<file path="src/rtl/format_string_formatter_macros.svh">
// Assertion macros shared by the format string formatter RTL.
`ifndef FORMAT_STRING_FORMATTER_MACROS_SVH
`define FORMAT_STRING_FORMATTER_MACROS_SVH
`ifndef SYNTHESIS
// Same-cycle implication, checked on every clock edge outside reset.
`define FSF_ASSERT_IMPLY(label, ante, cons) \
   label: assert property (@(posedge clock) disable iff (reset) (ante) |-> (cons)) \
      else $error("fsf: same-cycle check failed");
// Next-cycle implication, checked on every clock edge outside reset.
`define FSF_ASSERT_NEXT(label, ante, cons) \
   label: assert property (@(posedge clock) disable iff (reset) (ante) |=> (cons)) \
      else $error("fsf: next-cycle check failed");
`else
`define FSF_ASSERT_IMPLY(label, ante, cons)
`define FSF_ASSERT_NEXT(label, ante, cons)
`endif
`endif

</file>
<file path="src/rtl/fsf_pkg.sv">
// Types, character codes and helpers shared by the format string formatter.
package fsf_pkg;

   localparam int ARG_W    = 32;
   localparam int CHAR_W   = 7;
   localparam int WIDTH_W  = 6;
   localparam int COUNT_W  = 16;
   localparam int QDEPTH   = 4;

   // Format characters
   localparam logic [CHAR_W-1:0] CH_NUL     = 7'h00;
   localparam logic [CHAR_W-1:0] CH_PERCENT = 7'h25;
   localparam logic [CHAR_W-1:0] CH_MINUS   = 7'h2D;
   localparam logic [CHAR_W-1:0] CH_ZERO    = 7'h30;
   localparam logic [CHAR_W-1:0] CH_NINE    = 7'h39;
   localparam logic [CHAR_W-1:0] CH_LC_D    = 7'h64;
   localparam logic [CHAR_W-1:0] CH_LC_U    = 7'h75;
   localparam logic [CHAR_W-1:0] CH_LC_B    = 7'h62;
   localparam logic [CHAR_W-1:0] CH_LC_O    = 7'h6F;
   localparam logic [CHAR_W-1:0] CH_LC_X    = 7'h78;
   localparam logic [CHAR_W-1:0] CH_UC_X    = 7'h58;
   localparam logic [CHAR_W-1:0] CH_LC_C    = 7'h63;

   // Emitted characters
   localparam logic [7:0] OUT_MINUS = 8'h2D;
   localparam logic [7:0] OUT_ZERO  = 8'h30;
   localparam logic [7:0] OUT_SPACE = 8'h20;
   localparam logic [7:0] OUT_HASH  = 8'h23;
   localparam logic [7:0] OUT_LC_A  = 8'h61;
   localparam logic [7:0] OUT_UC_A  = 8'h41;

   typedef enum logic [1:0] {
      MODE_TEXT = 2'd0,
      MODE_PCT  = 2'd1,
      MODE_WAIT = 2'd2,
      MODE_ERR  = 2'd3
   } mode_type;

   typedef enum logic [2:0] {
      CONV_NONE = 3'd0,
      CONV_D    = 3'd1,
      CONV_U    = 3'd2,
      CONV_B    = 3'd3,
      CONV_O    = 3'd4,
      CONV_XL   = 3'd5,
      CONV_XU   = 3'd6,
      CONV_C    = 3'd7
   } conv_type;

   typedef enum logic [1:0] {
      OP_CHAR = 2'd0,
      OP_CONV = 2'd1,
      OP_END  = 2'd2,
      OP_ERR  = 2'd3
   } cmd_op_type;

   typedef enum logic [1:0] {
      KIND_CHAR = 2'd0,
      KIND_END  = 2'd1,
      KIND_ERR  = 2'd2
   } kind_type;

   typedef enum logic [3:0] {
      B_IDLE,
      B_DABBLE,
      B_SKIP,
      B_ZSIGN,
      B_ZPAD,
      B_SPAD,
      B_SIGN,
      B_DIGITS,
      B_TPAD,
      B_HASH
   } back_state_type;

   // One classified command from the parser to the emitter
   typedef struct packed {
      cmd_op_type           op;
      logic [CHAR_W-1:0]    ch;
      conv_type             conv;
      logic [WIDTH_W-1:0]   width;
      logic                 zero_fill;
      logic                 pad_before;
      logic [ARG_W-1:0]     arg;
   } cmd_type;

   // Map a conversion letter to its code
   function automatic conv_type conv_code(input logic [CHAR_W-1:0] ch);
      conv_type code;
      unique case (ch)
         CH_LC_D: code = CONV_D;
         CH_LC_U: code = CONV_U;
         CH_LC_B: code = CONV_B;
         CH_LC_O: code = CONV_O;
         CH_LC_X: code = CONV_XL;
         CH_UC_X: code = CONV_XU;
         CH_LC_C: code = CONV_C;
         default: code = CONV_NONE;
      endcase
      return code;
   endfunction

   // ASCII for one digit, "0123456789abcdef" or its upper case form
   function automatic logic [7:0] digit_char(input logic [3:0] d, input logic upper);
      logic [7:0] c;
      if (d < 4'd10) begin
         c = OUT_ZERO + 8'(d);
      end else if (upper) begin
         c = OUT_UC_A + 8'(d - 4'd10);
      end else begin
         c = OUT_LC_A + 8'(d - 4'd10);
      end
      return c;
   endfunction

endpackage

</file>
<file path="src/rtl/fsf_front.sv">
// Format parser: accepts beats, tracks the specification, queues commands.
module fsf_front #(
   parameter int MAX_WIDTH = 32
) (
   input  logic                         clock,
   input  logic                         reset,
   input  logic                         in_valid,
   output logic                         in_ready,
   input  logic                         in_func,
   input  logic [fsf_pkg::CHAR_W-1:0]   in_char,
   input  logic [fsf_pkg::ARG_W-1:0]    in_arg,
   input  logic                         q_full,
   output logic                         push,
   output fsf_pkg::cmd_type             push_cmd
);

   fsf_pkg::mode_type                mode_ff, mode_in;
   logic [fsf_pkg::WIDTH_W-1:0]      fw_ff, fw_in;
   logic                             zf_ff, zf_in;
   logic                             pb_ff, pb_in;
   fsf_pkg::conv_type                conv_ff, conv_in;

   logic                             accept;
   logic                             is_digit;
   fsf_pkg::conv_type                code;
   logic [8:0]                       width_next;

   assign in_ready   = !q_full;
   assign accept     = in_valid && in_ready;
   assign is_digit   = (in_char >= fsf_pkg::CH_ZERO) && (in_char <= fsf_pkg::CH_NINE);
   assign code       = fsf_pkg::conv_code(in_char);
   assign width_next = 9'(fw_ff) * 9'd10 + 9'(in_char[3:0]);

   // Next parse mode
   always_comb begin
      mode_in = mode_ff;
      if (accept) begin
         if (in_func) begin
            if (mode_ff == fsf_pkg::MODE_WAIT) mode_in = fsf_pkg::MODE_TEXT;
         end else if (in_char == fsf_pkg::CH_NUL) begin
            mode_in = fsf_pkg::MODE_TEXT;
         end else begin
            unique case (mode_ff)
               fsf_pkg::MODE_TEXT: begin
                  if (in_char == fsf_pkg::CH_PERCENT) mode_in = fsf_pkg::MODE_PCT;
               end
               fsf_pkg::MODE_PCT: begin
                  if (in_char == fsf_pkg::CH_PERCENT) begin
                     mode_in = fsf_pkg::MODE_TEXT;
                  end else if (in_char == fsf_pkg::CH_MINUS || is_digit) begin
                     mode_in = fsf_pkg::MODE_PCT;
                  end else if (code != fsf_pkg::CONV_NONE) begin
                     mode_in = fsf_pkg::MODE_WAIT;
                  end else begin
                     mode_in = fsf_pkg::MODE_ERR;
                  end
               end
               fsf_pkg::MODE_WAIT: mode_in = fsf_pkg::MODE_ERR;
               fsf_pkg::MODE_ERR:  mode_in = fsf_pkg::MODE_ERR;
               default:            mode_in = fsf_pkg::MODE_TEXT;
            endcase
         end
      end
   end

   // Command toward the emitter
   always_comb begin
      push                = 1'b0;
      push_cmd.op         = fsf_pkg::OP_CHAR;
      push_cmd.ch         = in_char;
      push_cmd.conv       = conv_ff;
      push_cmd.width      = fw_ff;
      push_cmd.zero_fill  = zf_ff;
      push_cmd.pad_before = pb_ff;
      push_cmd.arg        = in_arg;
      if (accept) begin
         if (in_func) begin
            if (mode_ff == fsf_pkg::MODE_WAIT) begin
               push        = 1'b1;
               push_cmd.op = fsf_pkg::OP_CONV;
            end
         end else if (in_char == fsf_pkg::CH_NUL) begin
            push        = 1'b1;
            push_cmd.op = fsf_pkg::OP_END;
         end else begin
            unique case (mode_ff)
               fsf_pkg::MODE_TEXT: begin
                  push = (in_char != fsf_pkg::CH_PERCENT);
               end
               fsf_pkg::MODE_PCT: begin
                  if (in_char == fsf_pkg::CH_PERCENT) begin
                     push = 1'b1;
                  end else if (!(in_char == fsf_pkg::CH_MINUS || is_digit)
                               && code == fsf_pkg::CONV_NONE) begin
                     push        = 1'b1;
                     push_cmd.op = fsf_pkg::OP_ERR;
                  end
               end
               fsf_pkg::MODE_WAIT: begin
                  push        = 1'b1;
                  push_cmd.op = fsf_pkg::OP_ERR;
               end
               fsf_pkg::MODE_ERR: push = 1'b0;
               default:           push = 1'b0;
            endcase
         end
      end
   end

   // Specification flags and width
   always_comb begin
      fw_in   = fw_ff;
      zf_in   = zf_ff;
      pb_in   = pb_ff;
      conv_in = conv_ff;
      if (accept) begin
         if ((in_func && mode_ff == fsf_pkg::MODE_WAIT)
             || (!in_func && in_char == fsf_pkg::CH_NUL)
             || (!in_func && mode_ff == fsf_pkg::MODE_WAIT)
             || (!in_func && mode_ff == fsf_pkg::MODE_PCT
                 && in_char == fsf_pkg::CH_PERCENT)) begin
            fw_in   = '0;
            zf_in   = 1'b0;
            pb_in   = 1'b0;
            conv_in = fsf_pkg::CONV_NONE;
         end else if (!in_func && mode_ff == fsf_pkg::MODE_PCT) begin
            if (in_char == fsf_pkg::CH_MINUS) begin
               pb_in = 1'b1;
            end else if (is_digit) begin
               if (in_char == fsf_pkg::CH_ZERO && fw_ff == '0) zf_in = 1'b1;
               // saturate the width at the configured maximum
               if (width_next > 9'(MAX_WIDTH)) begin
                  fw_in = fsf_pkg::WIDTH_W'(MAX_WIDTH);
               end else begin
                  fw_in = width_next[fsf_pkg::WIDTH_W-1:0];
               end
            end else if (code != fsf_pkg::CONV_NONE) begin
               conv_in = code;
            end
         end
      end
   end

   always_ff @(posedge clock) begin
      if (reset) begin
         mode_ff <= fsf_pkg::MODE_TEXT;
         fw_ff   <= '0;
         zf_ff   <= 1'b0;
         pb_ff   <= 1'b0;
         conv_ff <= fsf_pkg::CONV_NONE;
      end else begin
         mode_ff <= mode_in;
         fw_ff   <= fw_in;
         zf_ff   <= zf_in;
         pb_ff   <= pb_in;
         conv_ff <= conv_in;
      end
   end

endmodule

</file>
<file path="src/rtl/fsf_queue.sv">
// Short command queue between the parser and the emitter.
module fsf_queue (
   input  logic              clock,
   input  logic              reset,
   input  logic              push,
   input  fsf_pkg::cmd_type  push_cmd,
   output logic              full,
   input  logic              pop,
   output fsf_pkg::cmd_type  head,
   output logic              empty
);

   localparam int PTR_W = $clog2(fsf_pkg::QDEPTH);
   localparam int CNT_W = $clog2(fsf_pkg::QDEPTH + 1);

   fsf_pkg::cmd_type     entry_ff [fsf_pkg::QDEPTH];
   logic [PTR_W-1:0]     wr_ff, wr_in;
   logic [PTR_W-1:0]     rd_ff, rd_in;
   logic [CNT_W-1:0]     cnt_ff, cnt_in;
   logic                 do_push, do_pop;

   assign full    = (cnt_ff == CNT_W'(fsf_pkg::QDEPTH));
   assign empty   = (cnt_ff == '0);
   assign head    = entry_ff[rd_ff];
   assign do_push = push && !full;
   assign do_pop  = pop && !empty;

   // Advance pointers and fill level
   always_comb begin
      wr_in  = wr_ff;
      rd_in  = rd_ff;
      cnt_in = cnt_ff;
      if (do_push) begin
         wr_in = (wr_ff == PTR_W'(fsf_pkg::QDEPTH - 1)) ? '0 : wr_ff + PTR_W'(1);
      end
      if (do_pop) begin
         rd_in = (rd_ff == PTR_W'(fsf_pkg::QDEPTH - 1)) ? '0 : rd_ff + PTR_W'(1);
      end
      if (do_push && !do_pop) cnt_in = cnt_ff + CNT_W'(1);
      if (!do_push && do_pop) cnt_in = cnt_ff - CNT_W'(1);
   end

   always_ff @(posedge clock) begin
      if (reset) begin
         wr_ff  <= '0;
         rd_ff  <= '0;
         cnt_ff <= '0;
      end else begin
         wr_ff  <= wr_in;
         rd_ff  <= rd_in;
         cnt_ff <= cnt_in;
      end
   end

   // Store the pushed command
   always_ff @(posedge clock) begin
      if (do_push) entry_ff[wr_ff] <= push_cmd;
   end

endmodule

</file>
<file path="src/rtl/fsf_back.sv">
// Emitter: carries out queued commands, at most one result beat per cycle while the response side is ready.
module fsf_back #(
   parameter int ARG_BITS = 32
) (
   input  logic                          clock,
   input  logic                          reset,
   input  fsf_pkg::cmd_type              q_cmd,
   input  logic                          q_empty,
   output logic                          pop,
   output logic                          out_valid,
   input  logic                          out_take,
   output fsf_pkg::kind_type             out_kind,
   output logic [7:0]                    out_char,
   output logic [fsf_pkg::COUNT_W-1:0]   out_total,
   output logic                          out_last
);

   localparam int DIG_N = ARG_BITS;
   localparam int DEC_N = (ARG_BITS * 30103) / 100000 + 1;
   localparam int OCT_N = (ARG_BITS + 2) / 3;
   localparam int HEX_N = (ARG_BITS + 3) / 4;
   localparam int IDX_W = $clog2(DIG_N);
   localparam int ND_W  = IDX_W + 1;
   localparam int CNT_W = $clog2(ARG_BITS + 1);
   localparam logic [IDX_W-1:0] DEC_TOP = IDX_W'(DEC_N - 1);
   localparam logic [IDX_W-1:0] BIN_TOP = IDX_W'(DIG_N - 1);
   localparam logic [IDX_W-1:0] OCT_TOP = IDX_W'(OCT_N - 1);
   localparam logic [IDX_W-1:0] HEX_TOP = IDX_W'(HEX_N - 1);

   fsf_pkg::back_state_type   state_ff, state_in;
   logic [3:0]                dig_ff [DIG_N];
   logic [3:0]                dig_in [DIG_N];
   logic [ARG_BITS-1:0]       bin_ff, bin_in;
   logic [CNT_W-1:0]          cnt_ff, cnt_in;
   logic [IDX_W-1:0]          idx_ff, idx_in;
   logic [ND_W-1:0]           nd_ff, nd_in;
   logic signed [6:0]         w_ff, w_in;
   logic                      neg_ff, neg_in;
   logic                      zf_ff, zf_in;
   logic                      pb_ff, pb_in;
   logic                      isd_ff, isd_in;
   logic                      upper_ff, upper_in;

   logic                      valid_ff;
   fsf_pkg::kind_type         kind_ff;
   logic [7:0]                char_ff;
   logic [fsf_pkg::COUNT_W-1:0] total_ff;
   logic                      last_ff;
   logic [fsf_pkg::COUNT_W-1:0] count_ff;

   logic                      out_ready;
   logic                      res_valid;
   fsf_pkg::kind_type         res_kind;
   logic [7:0]                res_char;
   logic                      res_last;

   logic [ARG_BITS-1:0]       arg_a;
   logic                      ld_neg;
   logic [ARG_BITS-1:0]       mag;
   logic                      load;
   wire  [3:0]                ld_bin [DIG_N];
   wire  [3:0]                ld_oct [DIG_N];
   wire  [3:0]                ld_hex [DIG_N];
   wire  [3:0]                adj    [DEC_N];
   wire  [3:0]                dab    [DIG_N];
   logic [3:0]                cur_dig;
   logic                      skip_more;
   logic [ND_W-1:0]           nd_cur;
   logic signed [7:0]         w_ext, wm1_ext, nd_ext;
   logic                      w_gt, w1_gt;
   logic                      trail_pad;

   assign out_ready = !valid_ff || out_take;
   assign arg_a     = q_cmd.arg[ARG_BITS-1:0];
   assign ld_neg    = (q_cmd.conv == fsf_pkg::CONV_D) && arg_a[ARG_BITS-1];
   assign mag       = ld_neg ? (~arg_a + ARG_BITS'(1)) : arg_a;
   assign pop       = (state_ff == fsf_pkg::B_IDLE) && !q_empty && out_ready;
   assign load      = pop && (q_cmd.op == fsf_pkg::OP_CONV) && (q_cmd.conv != fsf_pkg::CONV_C);

   // Split the argument into binary, octal and hex digits
   for (genvar gi = 0; gi < DIG_N; gi++) begin : g_load
      assign ld_bin[gi] = {3'b000, arg_a[gi]};
      for (genvar gb = 0; gb < 4; gb++) begin : g_bit
         if (gb < 3 && 3 * gi + gb < ARG_BITS) begin : g_oct_on
            assign ld_oct[gi][gb] = arg_a[3 * gi + gb];
         end else begin : g_oct_off
            assign ld_oct[gi][gb] = 1'b0;
         end
         if (4 * gi + gb < ARG_BITS) begin : g_hex_on
            assign ld_hex[gi][gb] = arg_a[4 * gi + gb];
         end else begin : g_hex_off
            assign ld_hex[gi][gb] = 1'b0;
         end
      end
   end

   // One double-dabble step: add three to digits above four, then shift in
   for (genvar gj = 0; gj < DIG_N; gj++) begin : g_dab
      if (gj < DEC_N) begin : g_dec
         assign adj[gj] = (dig_ff[gj] >= 4'd5) ? dig_ff[gj] + 4'd3 : dig_ff[gj];
         if (gj == 0) begin : g_lsd
            assign dab[gj] = {adj[gj][2:0], bin_ff[ARG_BITS-1]};
         end else begin : g_upper
            assign dab[gj] = {adj[gj][2:0], adj[gj-1][3]};
         end
      end else begin : g_unused
         assign dab[gj] = 4'd0;
      end
   end

   // Digit pointer and width comparisons
   assign cur_dig   = dig_ff[idx_ff];
   assign skip_more = (cur_dig == 4'd0) && (idx_ff != '0);
   assign nd_cur    = (state_ff == fsf_pkg::B_SKIP) ? ND_W'(idx_ff) + ND_W'(1) : nd_ff;
   assign w_ext     = {w_ff[6], w_ff};
   assign wm1_ext   = w_ext - 8'sd1;
   assign nd_ext    = 8'(nd_cur);
   assign w_gt      = w_ext > nd_ext;
   assign w1_gt     = wm1_ext > nd_ext;
   assign trail_pad = isd_ff && !pb_ff && w_gt;

   // Next state of the emit sequencer
   always_comb begin
      state_in = state_ff;
      unique case (state_ff)
         fsf_pkg::B_IDLE: begin
            if (load) begin
               if (q_cmd.conv == fsf_pkg::CONV_D || q_cmd.conv == fsf_pkg::CONV_U) begin
                  state_in = fsf_pkg::B_DABBLE;
               end else begin
                  state_in = fsf_pkg::B_SKIP;
               end
            end
         end
         fsf_pkg::B_DABBLE: begin
            if (cnt_ff == CNT_W'(1)) state_in = fsf_pkg::B_SKIP;
         end
         fsf_pkg::B_SKIP: begin
            if (!skip_more) begin
               if (!isd_ff)                 state_in = fsf_pkg::B_DIGITS;
               else if (zf_ff && neg_ff)    state_in = fsf_pkg::B_ZSIGN;
               else if (zf_ff && w_gt)      state_in = fsf_pkg::B_ZPAD;
               else if (pb_ff && w_gt)      state_in = fsf_pkg::B_SPAD;
               else if (neg_ff)             state_in = fsf_pkg::B_SIGN;
               else                         state_in = fsf_pkg::B_DIGITS;
            end
         end
         fsf_pkg::B_ZSIGN: begin
            if (out_ready) state_in = w1_gt ? fsf_pkg::B_ZPAD : fsf_pkg::B_DIGITS;
         end
         fsf_pkg::B_ZPAD: begin
            if (out_ready && !w1_gt) state_in = fsf_pkg::B_DIGITS;
         end
         fsf_pkg::B_SPAD: begin
            if (out_ready && !w1_gt) state_in = neg_ff ? fsf_pkg::B_SIGN : fsf_pkg::B_DIGITS;
         end
         fsf_pkg::B_SIGN: begin
            if (out_ready) state_in = fsf_pkg::B_DIGITS;
         end
         fsf_pkg::B_DIGITS: begin
            if (out_ready && idx_ff == '0) begin
               state_in = trail_pad ? fsf_pkg::B_TPAD : fsf_pkg::B_IDLE;
            end
         end
         fsf_pkg::B_TPAD: begin
            if (out_ready && !w1_gt) state_in = fsf_pkg::B_HASH;
         end
         fsf_pkg::B_HASH: begin
            if (out_ready) state_in = fsf_pkg::B_IDLE;
         end
         default: state_in = fsf_pkg::B_IDLE;
      endcase
   end

   // Result beat produced by the current state
   always_comb begin
      res_valid = 1'b0;
      res_kind  = fsf_pkg::KIND_CHAR;
      res_char  = 8'd0;
      res_last  = 1'b0;
      unique case (state_ff)
         fsf_pkg::B_IDLE: begin
            if (pop) begin
               unique case (q_cmd.op)
                  fsf_pkg::OP_CHAR: begin
                     res_valid = 1'b1;
                     res_char  = {1'b0, q_cmd.ch};
                     res_last  = 1'b1;
                  end
                  fsf_pkg::OP_END: begin
                     res_valid = 1'b1;
                     res_kind  = fsf_pkg::KIND_END;
                     res_last  = 1'b1;
                  end
                  fsf_pkg::OP_ERR: begin
                     res_valid = 1'b1;
                     res_kind  = fsf_pkg::KIND_ERR;
                     res_last  = 1'b1;
                  end
                  fsf_pkg::OP_CONV: begin
                     if (q_cmd.conv == fsf_pkg::CONV_C) begin
                        res_valid = 1'b1;
                        res_char  = arg_a[7:0];
                        res_last  = 1'b1;
                     end
                  end
                  default: res_valid = 1'b0;
               endcase
            end
         end
         fsf_pkg::B_ZSIGN, fsf_pkg::B_SIGN: begin
            res_valid = 1'b1;
            res_char  = fsf_pkg::OUT_MINUS;
         end
         fsf_pkg::B_ZPAD: begin
            res_valid = 1'b1;
            res_char  = fsf_pkg::OUT_ZERO;
         end
         fsf_pkg::B_SPAD, fsf_pkg::B_TPAD: begin
            res_valid = 1'b1;
            res_char  = fsf_pkg::OUT_SPACE;
         end
         fsf_pkg::B_DIGITS: begin
            res_valid = 1'b1;
            res_char  = fsf_pkg::digit_char(cur_dig, upper_ff);
            res_last  = (idx_ff == '0) && !trail_pad;
         end
         fsf_pkg::B_HASH: begin
            res_valid = 1'b1;
            res_char  = fsf_pkg::OUT_HASH;
            res_last  = 1'b1;
         end
         default: res_valid = 1'b0;
      endcase
   end

   // Datapath next values
   always_comb begin
      dig_in   = dig_ff;
      bin_in   = bin_ff;
      cnt_in   = cnt_ff;
      idx_in   = idx_ff;
      nd_in    = nd_ff;
      w_in     = w_ff;
      neg_in   = neg_ff;
      zf_in    = zf_ff;
      pb_in    = pb_ff;
      isd_in   = isd_ff;
      upper_in = upper_ff;
      case (state_ff)
         fsf_pkg::B_IDLE: begin
            if (load) begin
               isd_in   = (q_cmd.conv == fsf_pkg::CONV_D);
               upper_in = (q_cmd.conv == fsf_pkg::CONV_XU);
               zf_in    = q_cmd.zero_fill;
               pb_in    = q_cmd.pad_before;
               neg_in   = ld_neg;
               w_in     = signed'({1'b0, q_cmd.width});
               case (q_cmd.conv)
                  fsf_pkg::CONV_D, fsf_pkg::CONV_U: begin
                     for (int i = 0; i < DIG_N; i++) dig_in[i] = 4'd0;
                     bin_in = mag;
                     cnt_in = CNT_W'(ARG_BITS);
                     idx_in = DEC_TOP;
                  end
                  fsf_pkg::CONV_B: begin
                     dig_in = ld_bin;
                     idx_in = BIN_TOP;
                  end
                  fsf_pkg::CONV_O: begin
                     dig_in = ld_oct;
                     idx_in = OCT_TOP;
                  end
                  fsf_pkg::CONV_XL, fsf_pkg::CONV_XU: begin
                     dig_in = ld_hex;
                     idx_in = HEX_TOP;
                  end
                  default: idx_in = idx_ff;
               endcase
            end
         end
         fsf_pkg::B_DABBLE: begin
            dig_in = dab;
            bin_in = bin_ff << 1;
            cnt_in = cnt_ff - CNT_W'(1);
         end
         fsf_pkg::B_SKIP: begin
            // drop leading zero digits, then fix the digit count
            if (skip_more) idx_in = idx_ff - IDX_W'(1);
            else           nd_in  = nd_cur;
         end
         fsf_pkg::B_ZSIGN: begin
            if (out_ready) begin
               w_in   = w_ff - 7'sd1;
               neg_in = 1'b0;
            end
         end
         fsf_pkg::B_ZPAD, fsf_pkg::B_SPAD, fsf_pkg::B_TPAD: begin
            if (out_ready) w_in = w_ff - 7'sd1;
         end
         fsf_pkg::B_DIGITS: begin
            if (out_ready && idx_ff != '0) idx_in = idx_ff - IDX_W'(1);
         end
         default: w_in = w_ff;
      endcase
   end

   always_ff @(posedge clock) begin
      if (reset) begin
         state_ff <= fsf_pkg::B_IDLE;
      end else begin
         state_ff <= state_in;
      end
   end

   always_ff @(posedge clock) begin
      dig_ff   <= dig_in;
      bin_ff   <= bin_in;
      cnt_ff   <= cnt_in;
      idx_ff   <= idx_in;
      nd_ff    <= nd_in;
      w_ff     <= w_in;
      neg_ff   <= neg_in;
      zf_ff    <= zf_in;
      pb_ff    <= pb_in;
      isd_ff   <= isd_in;
      upper_ff <= upper_in;
   end

   // Output register and saturating character count
   always_ff @(posedge clock) begin
      if (reset) begin
         valid_ff <= 1'b0;
         count_ff <= '0;
      end else begin
         if (out_ready) valid_ff <= res_valid;
         if (res_valid && out_ready) begin
            if (res_kind == fsf_pkg::KIND_END) begin
               count_ff <= '0;
            end else if (res_kind == fsf_pkg::KIND_CHAR && count_ff != '1) begin
               count_ff <= count_ff + fsf_pkg::COUNT_W'(1);
            end
         end
      end
   end

   always_ff @(posedge clock) begin
      if (res_valid && out_ready) begin
         kind_ff  <= res_kind;
         char_ff  <= res_char;
         total_ff <= (res_kind == fsf_pkg::KIND_END) ? count_ff : '0;
         last_ff  <= res_last;
      end
   end

   assign out_valid = valid_ff;
   assign out_kind  = kind_ff;
   assign out_char  = char_ff;
   assign out_total = total_ff;
   assign out_last  = last_ff;

endmodule

</file>
<file path="src/rtl/format_string_formatter.sv">
// Top level of the printf-style integer format string formatter.
//
// Format characters and argument words arrive as request beats; every
// character of output leaves as one response beat, and the final beat caused
// by a request carries tlast. The parser takes one request beat per cycle
// while its four-entry command queue has room. The emitter sends plain
// characters, '%%', errors, %c and the terminator straight from the queue.
// Every other conversion first loads its argument; d and u then run a
// binary-to-decimal conversion over every argument bit. Leading zero digits
// are dropped one at a time before the digit count is settled, and each
// emitted character then leaves in turn. The emitter's single sequencer
// does this work; response backpressure stalls it without losing data.
`include "format_string_formatter_macros.svh"

module format_string_formatter #(
   parameter int MAX_WIDTH = 32,
   parameter int ARG_BITS  = 32
) (
   input  logic        clock,
   input  logic        reset,
   input  logic        req_tvalid,
   output logic        req_tready,
   input  logic [39:0] req_tdata,   // fmt_char [6:0], arg_value [38:7], zero [39]
   input  logic [0:0]  req_tuser,   // func [0]
   output logic        rsp_tvalid,
   input  logic        rsp_tready,
   output logic [23:0] rsp_tdata,   // out_char [7:0], total_chars [23:8]
   output logic [1:0]  rsp_tuser,   // kind [1:0]
   output logic        rsp_tlast
);

   logic                          q_push;
   fsf_pkg::cmd_type              q_push_cmd;
   logic                          q_full;
   logic                          q_pop;
   fsf_pkg::cmd_type              q_head;
   logic                          q_empty;
   fsf_pkg::kind_type             out_kind;
   logic [7:0]                    out_char;
   logic [fsf_pkg::COUNT_W-1:0]   out_total;
   logic                          rsp_status;

   fsf_front #(
      .MAX_WIDTH (MAX_WIDTH)
   ) u_front (
      .clock    (clock),
      .reset    (reset),
      .in_valid (req_tvalid),
      .in_ready (req_tready),
      .in_func  (req_tuser[0]),
      .in_char  (req_tdata[6:0]),
      .in_arg   (req_tdata[38:7]),
      .q_full   (q_full),
      .push     (q_push),
      .push_cmd (q_push_cmd)
   );

   fsf_queue u_queue (
      .clock    (clock),
      .reset    (reset),
      .push     (q_push),
      .push_cmd (q_push_cmd),
      .full     (q_full),
      .pop      (q_pop),
      .head     (q_head),
      .empty    (q_empty)
   );

   fsf_back #(
      .ARG_BITS (ARG_BITS)
   ) u_back (
      .clock     (clock),
      .reset     (reset),
      .q_cmd     (q_head),
      .q_empty   (q_empty),
      .pop       (q_pop),
      .out_valid (rsp_tvalid),
      .out_take  (rsp_tready),
      .out_kind  (out_kind),
      .out_char  (out_char),
      .out_total (out_total),
      .out_last  (rsp_tlast)
   );

   assign rsp_tdata = {out_total, out_char};
   assign rsp_tuser = out_kind;

   // Terminator or error beat on the response side
   assign rsp_status = (rsp_tuser == fsf_pkg::KIND_END) || (rsp_tuser == fsf_pkg::KIND_ERR);

   // Parser never pushes into a full queue
   `FSF_ASSERT_IMPLY(a_no_overflow, q_push, !q_full)
   // A push into an empty queue leaves a command for the emitter
   `FSF_ASSERT_NEXT(a_push_lands, q_push && q_empty, !q_empty)
   // Terminator and error beats stand alone and close their request
   `FSF_ASSERT_IMPLY(a_status_last, rsp_tvalid && rsp_status, rsp_tlast && rsp_tdata[7:0] == 8'd0)

endmodule

</file>
<file path="config.mk">
export PLATFORM = sky130hd
export DESIGN_NAME = format_string_formatter
export DESIGN_NICKNAME = d
export VERILOG_FILES = /design/src/rtl/fsf_pkg.sv /design/src/rtl/fsf_front.sv /design/src/rtl/fsf_queue.sv /design/src/rtl/fsf_back.sv /design/src/rtl/format_string_formatter.sv
export VERILOG_INCLUDE_DIRS = /design/src /design/src/rtl
export SDC_FILE = /design/constraint.sdc
export NUM_CORES = 1
export LEC_CHECK = 0
export BUFFER_PORTS_ARGS = -buffer_cell sky130_fd_sc_hd__buf_4
export CORE_MARGIN = 5
export CORE_UTILIZATION = 30
export DETAILED_ROUTE_END_ITERATION = 7
export GPL_TIMING_DRIVEN = 0
export PLACE_DENSITY_LB_ADDON = 0.1
export SYNTH_ARGS = -nofsm -noshare
export SYNTH_HDL_FRONTEND = slang
export SYNTH_SLANG_ARGS = --single-unit
</file>
<file path="constraint.sdc">
create_clock -name clock -period 8.6 [get_ports clock]
set_input_delay 0.43 -clock clock [delete_from_list [all_inputs] [get_ports clock]]
set_output_delay 0.43 -clock clock [all_outputs]
set_load 0.01 [all_outputs]
</file>
# [Word level (Yosys, flattened, before mapping)]
# Memories as Yosys holds them, arrays and structs flattened. A register that Yosys moved wholly into a read port is not among the register bits.
# Cells that the tools add are included.
[totals] reg_bits=257 ramBits=208 input_bits=45 output_inout_bits=29 elab_cells=374 n_memories=1
[mem_list] memory="u_queue.entry_ff" depth=4 word_bits=52 rd=1 rd_ports_with_merged_regs=1 write_ports=1 line="fsf_queue.sv:16" text="fsf_pkg::cmd_type entry_ff [fsf_pkg::QDEPTH];"
[op_classes] n_addsub=26 n_mul=1 magnitude_cmp=17 eq_ne=59 mux=119 bitwise=3 reduce_logical=91
[op_table] cell="case mux 128 bit (4 select lines)" n=1
[op_table] cell="case mux 128 bit (2 select lines)" n=1
[op_table] cell="2-to-1 mux 128 bit" n=1
[op_table] cell="2-to-1 mux 4 bit" n=26
[op_table] cell="2-to-1 mux 32 bit" n=3
[op_table] cell="case mux 32 bit (2 select lines)" n=1
[op_table] cell="== test 7 bit, second input constant" n=7
[op_table] cell="2-to-1 mux 6 bit" n=8
[op_table] cell="case mux 8 bit (6 select lines)" n=1
[op_table] cell=">= comparator 4 x 3 -> 1 bit, second input constant" n=10
[op_table] cell="case mux 4 bit (10 select lines)" n=1
[op_table] cell="2-to-1 mux 2 bit" n=19
[op_table] cell="adder 4 x 2 -> 4 bit, second input constant" n=9
[op_table] cell="adder 32 x 1 -> 32 bit, second input constant" n=1
[op_table] cell="2-to-1 mux 16 bit" n=2
[op_table] cell="2-to-1 mux 8 bit" n=4
[op_table] cell="inverter 32 bit" n=1
[op_table] cell="logical AND 1 bit" n=30
[op_table] cell="!= test 2 x 1 -> 1 bit, second input constant" n=13
[op_table] cell="2-to-1 mux 3 bit" n=8
[op_table] cell="2-to-1 mux 1 bit" n=23
[op_table] cell="== test 7 x 6 -> 1 bit, second input constant" n=3
[op_table] cell="case mux 3 bit (7 select lines)" n=1
[op_table] cell="binary-select mux 4 bit (select 5 bit)" n=1
[op_table] cell="other kinds (72)" n=141

# [Logic depth before layout (Yosys ltp)]
# Gate-level depths: netlist of the first run.
[depth] ltp_word=15 depth_mapped=16 ltp_nobuf=13

# [Hierarchy]
# From an unflattened synthesis of the first run, not the netlist that was laid out.
[hier_totals] cells_unflattened=1651 area_unflattened_um2=20520.9
[by_module_without_submodules] mod="fsf_back" instances=1 cells_per_inst=1089 area_per_inst_um2=10712.8 seq_area_each_um2=4954.8
[by_module_without_submodules] mod="fsf_queue" instances=1 cells_per_inst=326 area_per_inst_um2=7982.7 seq_area_each_um2=6426.2
[by_module_without_submodules] mod="fsf_front" instances=1 cells_per_inst=236 area_per_inst_um2=1825.5 seq_area_each_um2=260.2

# [Least setup slack after synthesis of the first run]
# Ideal clock, no wire load.
[synth_timing] kind="register to register" startpoint="register with a tool-made name" endpoint="register u_back.dig_ff[0] (netlist bit), enable pin" setup_ps=484 arrival_ps=4739 required_ps=8116 setup_slack_ps=3377 stages_incl_launch_ff=11 path_buffers=3 synth_period_minus_slack_ps=5223 path_cell_list="dfxtp_1 > buf_6 > buf_8 > buf_4 > mux4_2 > nand3_1 > nand3_1 > inv_1 > o311a_1 > o21bai_1 > nor2_1"
[synth_lines] element="end signal: assignment" line="fsf_back.sv:317" text="dig_ff <= dig_in;"
[synth_lines] element="end: declaration" line="fsf_back.sv:31" text="logic [3:0] dig_ff [DIG_N];"

# [Final worst setup path of the first run]
[layout_timing] startpoint="register u_back.idx_ff[1]" endpoint="register u_back.state_ff[3]"
[layout_via] elab_chain_cells=9 word_cells_on_any_way=30 cone_classes="1 x add/sub; 2 x order compare; 5 x eq/ne; 11 x mux; 1 x bitwise; 10 x reduce/logical"
[layout_rtl] element="start: declaration" line="fsf_back.sv:35" text="logic [IDX_W-1:0] idx_ff, idx_in;"
[layout_rtl] element="start signal: assignment" line="fsf_back.sv:320" text="idx_ff <= idx_in;"
[layout_rtl] element="adder 5 x 1 -> 6 bit (*)" line="fsf_back.sv:114" text="assign nd_cur = (state_ff == fsf_pkg::B_SKIP) ? ND_W'(idx_ff) + ND_W'(1) : nd_ff;"
[layout_rtl] element="2-to-1 mux 6 bit (*)" line="fsf_back.sv:114"
[layout_rtl] element="named net u_back.nd_cur[1]" line="fsf_back.sv:68" text="logic [ND_W-1:0] nd_cur;"
[layout_rtl] element="greater-than comparator 7 bit" line="fsf_back.sv:118" text="assign w_gt = w_ext > nd_ext;"
[layout_rtl] element="logical AND 1 bit" line="fsf_back.sv:142" text="else if (zf_ff && w_gt) state_in = fsf_pkg::B_ZPAD;"
[layout_rtl] element="2-to-1 mux 4 bit" line="fsf_back.sv:142"
[layout_rtl] element="2-to-1 mux 4 bit" line="fsf_back.sv:141" text="else if (zf_ff && neg_ff) state_in = fsf_pkg::B_ZSIGN;"
[layout_rtl] element="2-to-1 mux 4 bit" line="fsf_back.sv:140" text="if (!isd_ff) state_in = fsf_pkg::B_DIGITS;"
[layout_rtl] element="2-to-1 mux 4 bit" line="fsf_back.sv:139" text="if (!skip_more) begin"
[layout_rtl] element="case mux 4 bit (10 select lines)" line="fsf_back.sv:125" text="unique case (state_ff)"
[layout_rtl] element="end signal: assignment" line="fsf_back.sv:310" text="state_ff <= fsf_pkg::B_IDLE;"
[layout_rtl] element="end signal: assignment" line="fsf_back.sv:312" text="state_ff <= state_in;"
[layout_rtl] element="end: declaration" line="fsf_back.sv:30" text="fsf_pkg::back_state_type state_ff, state_in;"
# The timed path passes the listed nets; every way through them passes the cells marked *. The select of a mux whose other input is x is not followed.
# A chain may end at the register's enable or synchronous reset.

==> impl_metrics.env, run 1 <==
export IMPL_cts_buffers=47
export IMPL_drtIter0Drc=1098
export IMPL_area_growth_pct=17.71
export IMPL_tns_ns=0
export IMPL_synth_edf_count=359
export IMPL_vias=13730
export IMPL_avgSynthCellArea_um2=12.58
export IMPL_rsz0062_at_grt="false"
export IMPL_syn_nets=1720
export IMPL_cp_start_kind="register"
export IMPL_rr_endpoint="u_back.state_ff[3]"
export IMPL_io_pins=74
export IMPL_rrSetupSlack_ns=3.35
export IMPL_clock_path_buffers=3
export IMPL_ys_warnings_count=0
export IMPL_power_density_nw_per_um2=353.1
export IMPL_tightest_slew_ns=1.177
export IMPL_timing_final_crit_share_pct=61.04
export IMPL_synth_area_top_cells="edfxtp_1, mux4_2, ha_1"
export IMPL_chipWidth_um=269.3
export IMPL_ys_types=80
export IMPL_clk_latency_ns=0.60
export IMPL_numPortBuffers=71
export IMPL_drc_errors=0
export IMPL_antenna_found_initial=3
export IMPL_design_area_um2=23740
export IMPL_grt_overflow=0
export IMPL_r2r_start="u_back.idx_ff[1]"
export IMPL_relSlewSlack_pct=20.95
export IMPL_grt_pass1_wl_um=88270
export IMPL_synth_most_common_cell="edfxtp_1"
export IMPL_dieHeight_um=269.3
export IMPL_first_global_vias=13910
export IMPL_async_flop_share_pct=0
export IMPL_clk_pin_slew_worst_paths_ns=0.07
export IMPL_fin_worst_skew_ns=0.03262
export IMPL_synthCells=1603
export IMPL_ant_nets=0
export IMPL_hold_viol_final=0
export IMPL_required_ns=9.07
export IMPL_critPathLaunch="u_back.idx_ff[1]"
export IMPL_period_minus_slack_ns=5.250
export IMPL_start_util_pct=30.14
export IMPL_critPathMaxFanout=10
export IMPL_die_area_um2=72520
export IMPL_p_leak_nw=8.152
export IMPL_routed_wl_um=58220
export IMPL_drive_above_1_share_pct=14.50
export IMPL_ys_ff_latch=402
export IMPL_synth_main_ff_cell="edfxtp_1"
export IMPL_r2r_cells=16
export IMPL_cts_root_buf="clkbuf_16"
export IMPL_postPlaceCellArea_um2=22040
export IMPL_synth_top_area_cell="edfxtp_1"
export IMPL_n_antenna_cell=0
export IMPL_fp_coreArea_um2=66920
export IMPL_gp_congestion=0.8337
export IMPL_dr_pass1_iters=6
export IMPL_ys_seq_area_share_pct=57.72
export IMPL_cts_htree_levels=2
export IMPL_crit_path_end="u_back.state_ff[3]"
export IMPL_synthTopCellsByCount="edfxtp_1, nor2_1, a21oi_1, nand2_1, o21ai_0"
export IMPL_ctsResizeCount=0
export IMPL_rows=95
export IMPL_critical_path_class="reg2reg"
export IMPL_arrival_ns=5.72
export IMPL_cts_sinks=402
export IMPL_viasPerCell=5.162
export IMPL_nNetsFinal=1867
export IMPL_grt_max_degree=52
export IMPL_report_final_slew_viol_count=0
export IMPL_worst_ir_drop_vdd_uv=153.8
export IMPL_status="finished clean"
export IMPL_drv_cap=0
export IMPL_fmax_mhz=190.5
export IMPL_grtUsageTotal_pct=15.64
export IMPL_hpwl_um=40690
export IMPL_synth_area_um2=20170
export IMPL_tritoncts="built"
export IMPL_setup_viol=0
export IMPL_synth_top_area_share_pct=53.45
export IMPL_crit_path_end_kind="register"
export IMPL_wl_per_cell_um=21.90
export IMPL_hold_path_class="in2reg"
metrics by stage:
step / utilization (%) / instances / total power, W / setup slack [ns] / hold WS, ns
3_3_place_gp: 32.57 / 2547 / 0.006547 / 0.7106 / 0.4863
5_1_grt: 35.48 / 2659 / 0.008890 / 2.950 / 0.02065
6_report: 35.48 / 2659 / 0.008382 / 3.350 / 0.04559
3_5_place_dp: 32.93 / 2557 / 0.006404 / 3.320 / 0.4996
4_1_cts: 35.48 / 2659 / 0.008467 / 3.368 / 0.003200
2_1_floorplan: - / 1603 / 0.005292 / 3.377 / 0.4541
sequential cells by signal, summed over array words and instances (netlist names), 2 cells and up, named ones only:
| name | cells |
|---|---|
| u_back.bin_ff | 32 |
| u_back.cnt_ff | 6 |
| u_back.count_ff | 16 |
| u_back.dig_ff | 63 |
| u_back.idx_ff | 5 |
| u_back.nd_ff | 6 |
| u_back.out_char | 8 |
| u_back.out_kind | 2 |
| u_back.out_total | 16 |
| u_back.state_ff | 4 |
| u_back.w_ff | 7 |
| u_front.conv_ff | 3 |
| u_front.fw_ff | 6 |
| u_front.mode_ff | 2 |
| u_queue.cnt_ff | 3 |
| u_queue.entry_ff | 208 |
| u_queue.rd_ff | 2 |
| u_queue.wr_ff | 2 |
power breakdown:
part	internal (W)	leakage [nW]	switching (W)
logic	0.00126	3.74	0.00215
registers	0.00271	3.66	0.000236
clock network	0.00119	0.744	0.000829
critical path, cell delays in order (launching register included):
cell	delay, ns
edfxtp_1	0.34
buf_2	0.22
buf_1	0.65
buf_1	0.72
inv_1	0.16
ha_1	0.35
nand2_1	0.06
nand2_1	0.12
inv_1	0.08
ha_1	0.32
nand2b_1	0.08
a21oi_1	0.06
nor4_1	0.49
nor3_1	0.09
a2111oi_1	0.93
nand3_1	0.14
a32o_1	0.32
layout by cell type (no fill, tap or decap), types with 6 or more instances in the layout:
| cell type | synthesis | final |
|---|---|---|
| a21oi_1 | 94 | 94 |
| a221oi_1 | 24 | 24 |
| a22o_1 | 12 | 12 |
| a22oi_1 | 12 | 12 |
| a31oi_1 | 13 | 13 |
| a41oi_1 | 6 | 6 |
| and2_1 | 22 | 18 |
| and3_1 | 24 | 24 |
| buf_1 | 13 | 13 |
| buf_2 | 7 | 7 |
| buf_4 | 1 | 72 |
| clkbuf_1 | 53 | 64 |
| clkbuf_16 | 0 | 47 |
| clkinv_1 | 0 | 7 |
| clkinv_2 | 0 | 6 |
| dfxtp_1 | 43 | 43 |
| dlygate4sd3_1 | 0 | 17 |
| edfxtp_1 | 359 | 359 |
| ha_1 | 69 | 69 |
| inv_1 | 77 | 77 |
| mux2_2 | 9 | 9 |
| mux2i_1 | 30 | 30 |
| mux4_2 | 60 | 60 |
| nand2_1 | 90 | 90 |
| nand2b_1 | 21 | 21 |
| nand3_1 | 42 | 42 |
| nand4_1 | 6 | 6 |
| nor2_1 | 122 | 120 |
| nor2b_1 | 18 | 18 |
| nor3_1 | 37 | 36 |
| nor3b_1 | 22 | 22 |
| nor4_1 | 17 | 17 |
| o211ai_1 | 6 | 6 |
| o21ai_0 | 79 | 79 |
| o22ai_1 | 14 | 14 |
| or2_2 | 9 | 9 |
| or3_1 | 14 | 14 |
| or4_1 | 6 | 6 |
| xnor2_1 | 59 | 59 |
| xor2_1 | 24 | 24 |
worst min-delay path by stage:
stage                      startpoint                 endpoint  slack, ns  depth (start not counted)
floorplan            u_queue.rd_ff[1]                 register       0.45                          2
CTS                     req_tdata[33]  u_queue.entry_ff[1][26]      0.003                          1
global route            req_tdata[10]   u_queue.entry_ff[3][3]       0.02                          1
global placement    u_queue.cnt_ff[2]        u_queue.cnt_ff[2]       0.49                          2
detailed placement  u_queue.cnt_ff[2]        u_queue.cnt_ff[2]       0.50                          2
finish                  req_tdata[31]  u_queue.entry_ff[3][24]       0.05                          1
cell type report:
class	count	area [um^2]
buffer	77	327.8
fill	6510	43180
clock buffer	62	1272
clock inverter	23	262.8
sequential	402	11640
timing repair buffer	98	914.6
inverter	77	289.0
multi-input combinational	1047	7941
tap	873	1092
cell families (layout without fill, tap and decap cells):
group / Yosys count / count (layout) / share of synthesized area [%]
AO/OA/AOI/OAI: 320 / 320 / 10.17
buffers and inverters: 154 / 337 / 3.058
multiplexers: 99 / 99 / 8.691
adder cells (fa/ha/maj): 72 / 72 / 4.578
flip-flops: 402 / 402 / 57.72
XOR/XNOR: 83 / 83 / 3.604
AND/OR/NAND/NOR: 473 / 473 / 12.18
per-layer routing:
layer  vias up  global-route usage [%]  share of wire (%)
met5         -                       0              0.022
met4         2                   3.902                2.1
met3        83                   2.996                5.6
met2       341                   24.86                 46
met1      6897                   22.21                 47
li1       6403                       -                  -
timing repair:
| item | CTS | global route |
|---|---|---|
| endpoints found under the hold margin | 61 | 0 |
| hold buffers | 17 | 0 |
| buffers inserted | 0 | 0 |
(Power assumes the default switching activity.)
==> run 2, diff against run 1 <==
==> constraint.sdc (replaced) <==
create_clock -name clock -period 4.25 [get_ports clock]
set_input_delay 0.2125 -clock clock [delete_from_list [all_inputs] [get_ports clock]]
set_output_delay 0.2125 -clock clock [all_outputs]
set_load 0.01 [all_outputs]
==> run 2 against run 1 <==
Against the previous run:
- worst setup slack got worse by 3.2 ns
- wire length is 1.0% lower
- fmax increased by 29%
- cell count up 0.64%
- via count grew 0.35%
- hold slack better by 0.029 ns
- largest power group unchanged
==> impl_metrics.env, run 2 (same netlist as run 1, synthesis figures left out) <==
export IMPL_status="finished clean"
export IMPL_hold_path_depth=3
export IMPL_io_pins=74
export IMPL_required_ns=4.55
export IMPL_drc_errors=0
export IMPL_design_area_um2=23940
export IMPL_tns_ns=0
export IMPL_cts_sinks=402
export IMPL_fmax_mhz=245.7
export IMPL_hold_path_class="in2reg"
export IMPL_r2r_cells=13
export IMPL_cts_buffers=46
export IMPL_highest_signal_layer="met5"
export IMPL_timing_final_crit_share_pct=95.77
export IMPL_p_comb_share_pct=41.2
export IMPL_hold_end="u_back.state_ff[2]"
export IMPL_chipWidth_um=269.3
export IMPL_grt_pass1_wl_um=88020
export IMPL_rr_endpoint="u_back.bin_ff[28]"
export IMPL_nNetsFinal=1884
export IMPL_grtUsageTotal_pct=15.57
export IMPL_regMostFlops="u_queue.entry_ff"
export IMPL_numPortBuffers=71
export IMPL_cts_root_buf="clkbuf_16"
export IMPL_p_leak_nw=8.226
export IMPL_dieHeight_um=269.3
export IMPL_fin_worst_skew_ns=0.01920
export IMPL_hpwl_um=40880
export IMPL_grt_overflow=0
export IMPL_multi_input_area_um2=7978
export IMPL_report_final_slew_viol_count=0
export IMPL_ant_nets=0
export IMPL_routed_wl_um=57630
export IMPL_p_switching_w=0.006424
export IMPL_critPathMaxFanout=10
export IMPL_hold_ws_ns=0.07494
export IMPL_tightest_slew_ns=1.086
export IMPL_gp_congestion=0.8475
export IMPL_relSlewSlack_pct=26.67
export IMPL_route_met3_wl_um=2595
export IMPL_clockPowerShare_pct=23.2
export IMPL_start_util_pct=30.14
export IMPL_rrSetupSlack_ns=0.18
export IMPL_layout_cells_non_filler=2676
export IMPL_final_cell_mix="edfxtp_1, nor2_1, a21oi_1, nand2_1, o21ai_0"
export IMPL_period_minus_slack_ns=4.070
export IMPL_min_from="reset"
export IMPL_cp_start_kind="register"
export IMPL_vias=13770
export IMPL_grt_max_degree=51
export IMPL_power_share_switching_pct=38.34
export IMPL_hold_viol_final=0
export IMPL_internal_power_w=0.01033
export IMPL_drtIter0Drc=1195
export IMPL_rows=95
export IMPL_setup_viol=0
export IMPL_die_area_um2=72520
export IMPL_fp_coreArea_um2=66920
export IMPL_critical_path_class="reg2reg"
export IMPL_wl_met2_um=26550
export IMPL_area_growth_pct=18.67
export IMPL_worst_ir_drop_vdd_uv=293.9
export IMPL_wl_per_cell_um=21.53
export IMPL_arrival_ns=4.37
export IMPL_antenna_found_initial=2
export IMPL_postPlaceCellArea_um2=22040
export IMPL_dr_pass1_iters=5
export IMPL_clk_pin_slew_worst_paths_ns=0.06
export IMPL_n_antenna_cell=0
export IMPL_rsz0062_at_grt="false"
export IMPL_drv_cap=0
export IMPL_dp_cells=2556
export IMPL_regArea_um2=11640
export IMPL_viasPerCell=5.147
export IMPL_largest_register_ffs=208
export IMPL_utilization_pct=35.77
export IMPL_tritoncts="built"
export IMPL_top_regs="u_queue.entry_ff: 208 flops, u_back.dig_ff: 63 flops, u_back.bin_ff: 32 flops"
export IMPL_drive_above_1_share_pct=14.59
export IMPL_clk_latency_ns=0.59
export IMPL_clock_path_buffers=3
export IMPL_met1_length_um=26940
export IMPL_cts_htree_levels=2
export IMPL_power_density_nw_per_um2=699.9
export IMPL_first_global_vias=13930
export IMPL_final_common_cell="edfxtp_1"
export IMPL_post_cts_buffers=0
export IMPL_p_seq_share_pct=35.6
export IMPL_fillers=6525
export IMPL_crit_path_end_kind="register"
## run 2: changes by cell type in the layout (fill, tap and decap cells not counted), moves of 3 or more
cell           previous run  this run
clkbuf_1                 64        60
buf_1                    13         9
buf_6                     5         2
clkinv_1                  7        11
dlygate4sd3_1            17        39
buf_8                     1         4
## run 2: worst max-delay path, cell delays in order (launching register included)
cell and delay (ns):
dfxtp_1 0.32, buf_6 0.16, buf_8 0.18, buf_8 0.21, mux4_2 0.60, inv_1 0.14, ha_1 0.22, or4b_1 0.55
or4_4 0.52, buf_6 0.16, nor4b_4 0.37, a21oi_2 0.10, xnor2_1 0.14, a21oi_1 0.10
## run 2: final cells by class
| class | instances | share of cell area [%] |
|---|---|---|
| clock buffer | 61 | 5.212 |
| sequential | 402 | 48.64 |
| buffer | 74 | 1.401 |
| inverter | 77 | 1.208 |
| timing repair buffer | 119 | 4.757 |
| multi-input combinational | 1047 | 33.33 |
| clock inverter | 23 | 0.8887 |
| tap | 873 | 4.564 |
## run 2: worst max path at each step
stage / end / slack [ns]
after floorplan: u_back.dig_ff[0] / 0.08
after global placement: u_back.dig_ff[0] / -1.97
after detailed placement: u_back.state_ff[2] / -0.99
after CTS: u_back.bin_ff[28] / 0.03
after global routing: u_back.bin_ff[28] / 0.006
final: u_back.bin_ff[28] / 0.18
## run 2: per-stage QoR
step / setup slack [ns] / total power (W)
after detailed placement: -0.9871 / 0.01292
after floorplan: 0.07878 / 0.01069
after global placement: -1.974 / 0.01317
after CTS: 0.02826 / 0.01693
final: 0.1799 / 0.01675
after global routing: 0.005526 / 0.01783
## run 2: timing repair
| item | in CTS | in global routing |
|---|---|---|
| hold endpoints to repair | 158 | 0 |
| resized for setup | 8 | 8 |
| hold buffers | 39 | 0 |
| endpoints found under the setup margin | 109 | 39 |
## run 2: power groups by stage
stage               sequential [W]  clock, W  combinational [W]
finish                     0.00596   0.00389            0.00690
global route               0.00605   0.00419            0.00759
CTS                        0.00596   0.00404            0.00693
detailed placement         0.00603         0            0.00689
global placement           0.00623         0            0.00695
floorplan                  0.00608         0            0.00461
## run 2: layer usage
metal,vias to the layer above,global-route usage [%]
met5,-,0
met4,2,4.335
met3,77,2.383
met2,336,25.00
met1,6914,22.08
li1,6445,-
==> run 3, diff against run 2 <==
==> constraint.sdc (replaced) <==
create_clock -name clock -period 4.8 [get_ports clock]
set_input_delay 0.96 -clock clock [delete_from_list [all_inputs] [get_ports clock]]
set_output_delay 0.96 -clock clock [all_outputs]
set_load 0.01 [all_outputs]
==> run 3 against run 2 <==
Against the previous run:
- utilization is 0.62 points lower
- cell area fell by 1.7%
- sequential share of layout area is 0.86 points higher
- power down 12%
- flip-flop and latch count unchanged
- first-iteration DRC count decreased by 5.1%
- worst setup slack improved by 0.098 ns
- largest power group unchanged
- highest routed layer unchanged
==> impl_metrics.env, run 3 (same netlist as run 1, synthesis figures left out) <==
export IMPL_final_common_cell="edfxtp_1"
export IMPL_final_cell_mix="edfxtp_1, nor2_1, a21oi_1, nand2_1, o21ai_0"
export IMPL_fmax_mhz=221.1
export IMPL_die_area_um2=72520
export IMPL_ant_nets=0
export IMPL_clockPowerShare_pct=23.3
export IMPL_wl_per_cell_um=21.76
export IMPL_fin_worst_skew_ns=0.02125
export IMPL_report_final_slew_viol_count=0
export IMPL_tritoncts="built"
export IMPL_hold_viol_final=0
export IMPL_cp_start_kind="register"
export IMPL_dieHeight_um=269.3
export IMPL_n_antenna_cell=0
export IMPL_critical_path_class="reg2reg"
export IMPL_required_ns=5.10
export IMPL_tns_ns=0
export IMPL_antenna_found_initial=2
export IMPL_nNetsFinal=1847
export IMPL_arrival_ns=4.82
export IMPL_p_comb_share_pct=41.0
export IMPL_layout_cells_non_filler=2639
export IMPL_top_regs="u_queue.entry_ff: 208 flops, u_back.dig_ff: 63 flops, u_back.bin_ff: 32 flops"
export IMPL_cts_buffers=46
export IMPL_regArea_um2=11640
export IMPL_timing_final_crit_share_pct=94.22
export IMPL_rows=95
export IMPL_routed_wl_um=57420
export IMPL_cts_sinks=402
export IMPL_cp_slowest_stage_delay_ns=0.55
export IMPL_hold_ws_ns=0.5104
export IMPL_clk_latency_ns=0.59
export IMPL_p_leak_nw=8.056
export IMPL_vias=13560
export IMPL_power_density_nw_per_um2=628.6
export IMPL_regMostFlops="u_queue.entry_ff"
export IMPL_first_global_vias=13800
export IMPL_p_switching_w=0.005679
export IMPL_drive_above_1_share_pct=14.67
export IMPL_chipWidth_um=269.3
export IMPL_cts_htree_levels=2
export IMPL_dr_pass1_iters=6
export IMPL_tightest_slew_ns=1.061
export IMPL_crit_path_end_kind="register"
export IMPL_rsz0062_at_grt="false"
export IMPL_clk_pin_slew_worst_paths_ns=0.06
export IMPL_status="finished clean"
export IMPL_dp_cells=2556
export IMPL_grtUsageTotal_pct=15.56
export IMPL_relSlewSlack_pct=28.40
export IMPL_fillers=6560
export IMPL_hold_path_class="reg2reg"
export IMPL_hpwl_um=40880
export IMPL_largest_register_ffs=208
export IMPL_fp_coreArea_um2=66920
export IMPL_clock_path_buffers=3
export IMPL_grt_overflow=0
export IMPL_power_share_switching_pct=38.42
export IMPL_drtIter0Drc=1134
export IMPL_grt_pass1_wl_um=87870
export IMPL_gp_congestion=0.8475
export IMPL_drv_cap=0
export IMPL_multi_input_area_um2=7959
export IMPL_power_w=0.01478
export IMPL_cts_root_buf="clkbuf_16"
export IMPL_crit_chain="clkbuf_1, buf_2, buf_2, mux4_2, inv_1, ha_1, or4b_1, or4_4, buf_6, nor4b_4, a21oi_2, xnor2_1, a21oi_1"
export IMPL_io_pins=74
export IMPL_setup_viol=0
export IMPL_critPathMaxFanout=10
export IMPL_period_minus_slack_ns=4.522
export IMPL_cpMostUsedCell="buf_2"
export IMPL_numPortBuffers=71
export IMPL_viasPerCell=5.140
export IMPL_internal_power_w=0.009104
export IMPL_p_seq_share_pct=35.7
export IMPL_area_growth_pct=16.60
export IMPL_cts_hold_fix_buffers=0
export IMPL_post_cts_buffers=0
export IMPL_drc_errors=0
export IMPL_start_util_pct=30.14
export IMPL_utilization_pct=35.14
export IMPL_worst_ir_drop_vdd_uv=259.9
export IMPL_grt_max_degree=51
export IMPL_critPathSlowestCell="or4b_1"
[run 3: layout make-up]
cell class	instances	share of cell area, %
Timing Repair Buffer	80	3.182
Sequential cell	402	49.50
Clock inverter	23	0.9044
Tap cell	873	4.645
Clock buffer	61	5.304
Buffer	76	1.394
Multi-Input combinational cell	1047	33.84
Inverter	77	1.229
[run 3: final timing paths]
path	start	endpoint	slack [ns]	cells past startpoint
max	register	u_back.bin_ff[28]	0.28	13
min	u_queue.cnt_ff[2]	u_queue.cnt_ff[2]	0.51	2
min reg2reg	u_queue.cnt_ff[2]	u_queue.cnt_ff[2]	0.51	2
max reg2reg	register	u_back.bin_ff[28]	0.28	13
[run 3: power by group through the flow]
stage / Combinational (W) / Clock [W] / Sequential, W
after floorplan: 0.00408 / 0 / 0.00538
after global placement: 0.00615 / 0 / 0.00551
after detailed placement: 0.00610 / 0 / 0.00534
after CTS: 0.00612 / 0.00357 / 0.00527
after global routing: 0.00668 / 0.00371 / 0.00535
final: 0.00607 / 0.00344 / 0.00528
[run 3: critical path, delay by kind of cell, from the launching register on]
kind / cells / cell delay (ns)
mux: 1 / 0.50
buf+inv: 5 / 1.42
simple gates: 3 / 1.44
compound gates: 2 / 0.20
xor+xnor: 1 / 0.15
flops: 1 / 0.31
fa+ha+maj: 1 / 0.21
[run 3: per-stage QoR]
step,setup slack [ns],cell area [um^2]
6_report,0.2776,23520
3_3_place_gp,-1.466,21800
3_5_place_dp,-0.4371,22040
2_1_floorplan,0.5583,20180
4_1_cts,0.1329,23510
5_1_grt,0.03671,23520
[run 3: metal layers]
layer  track usage [%]  part of all wire (%)
met1             22.11                    47
met2             24.94                    46
met3             2.418                   4.3
met4             4.254                   2.6
met5                 0                 0.023
[run 3: what timing repair did]
action                     in CTS  in global routing
hold endpoints to repair        0                  0
gates cloned                    0                  0
resized for setup               3                  3
setup endpoints to repair       5                  8
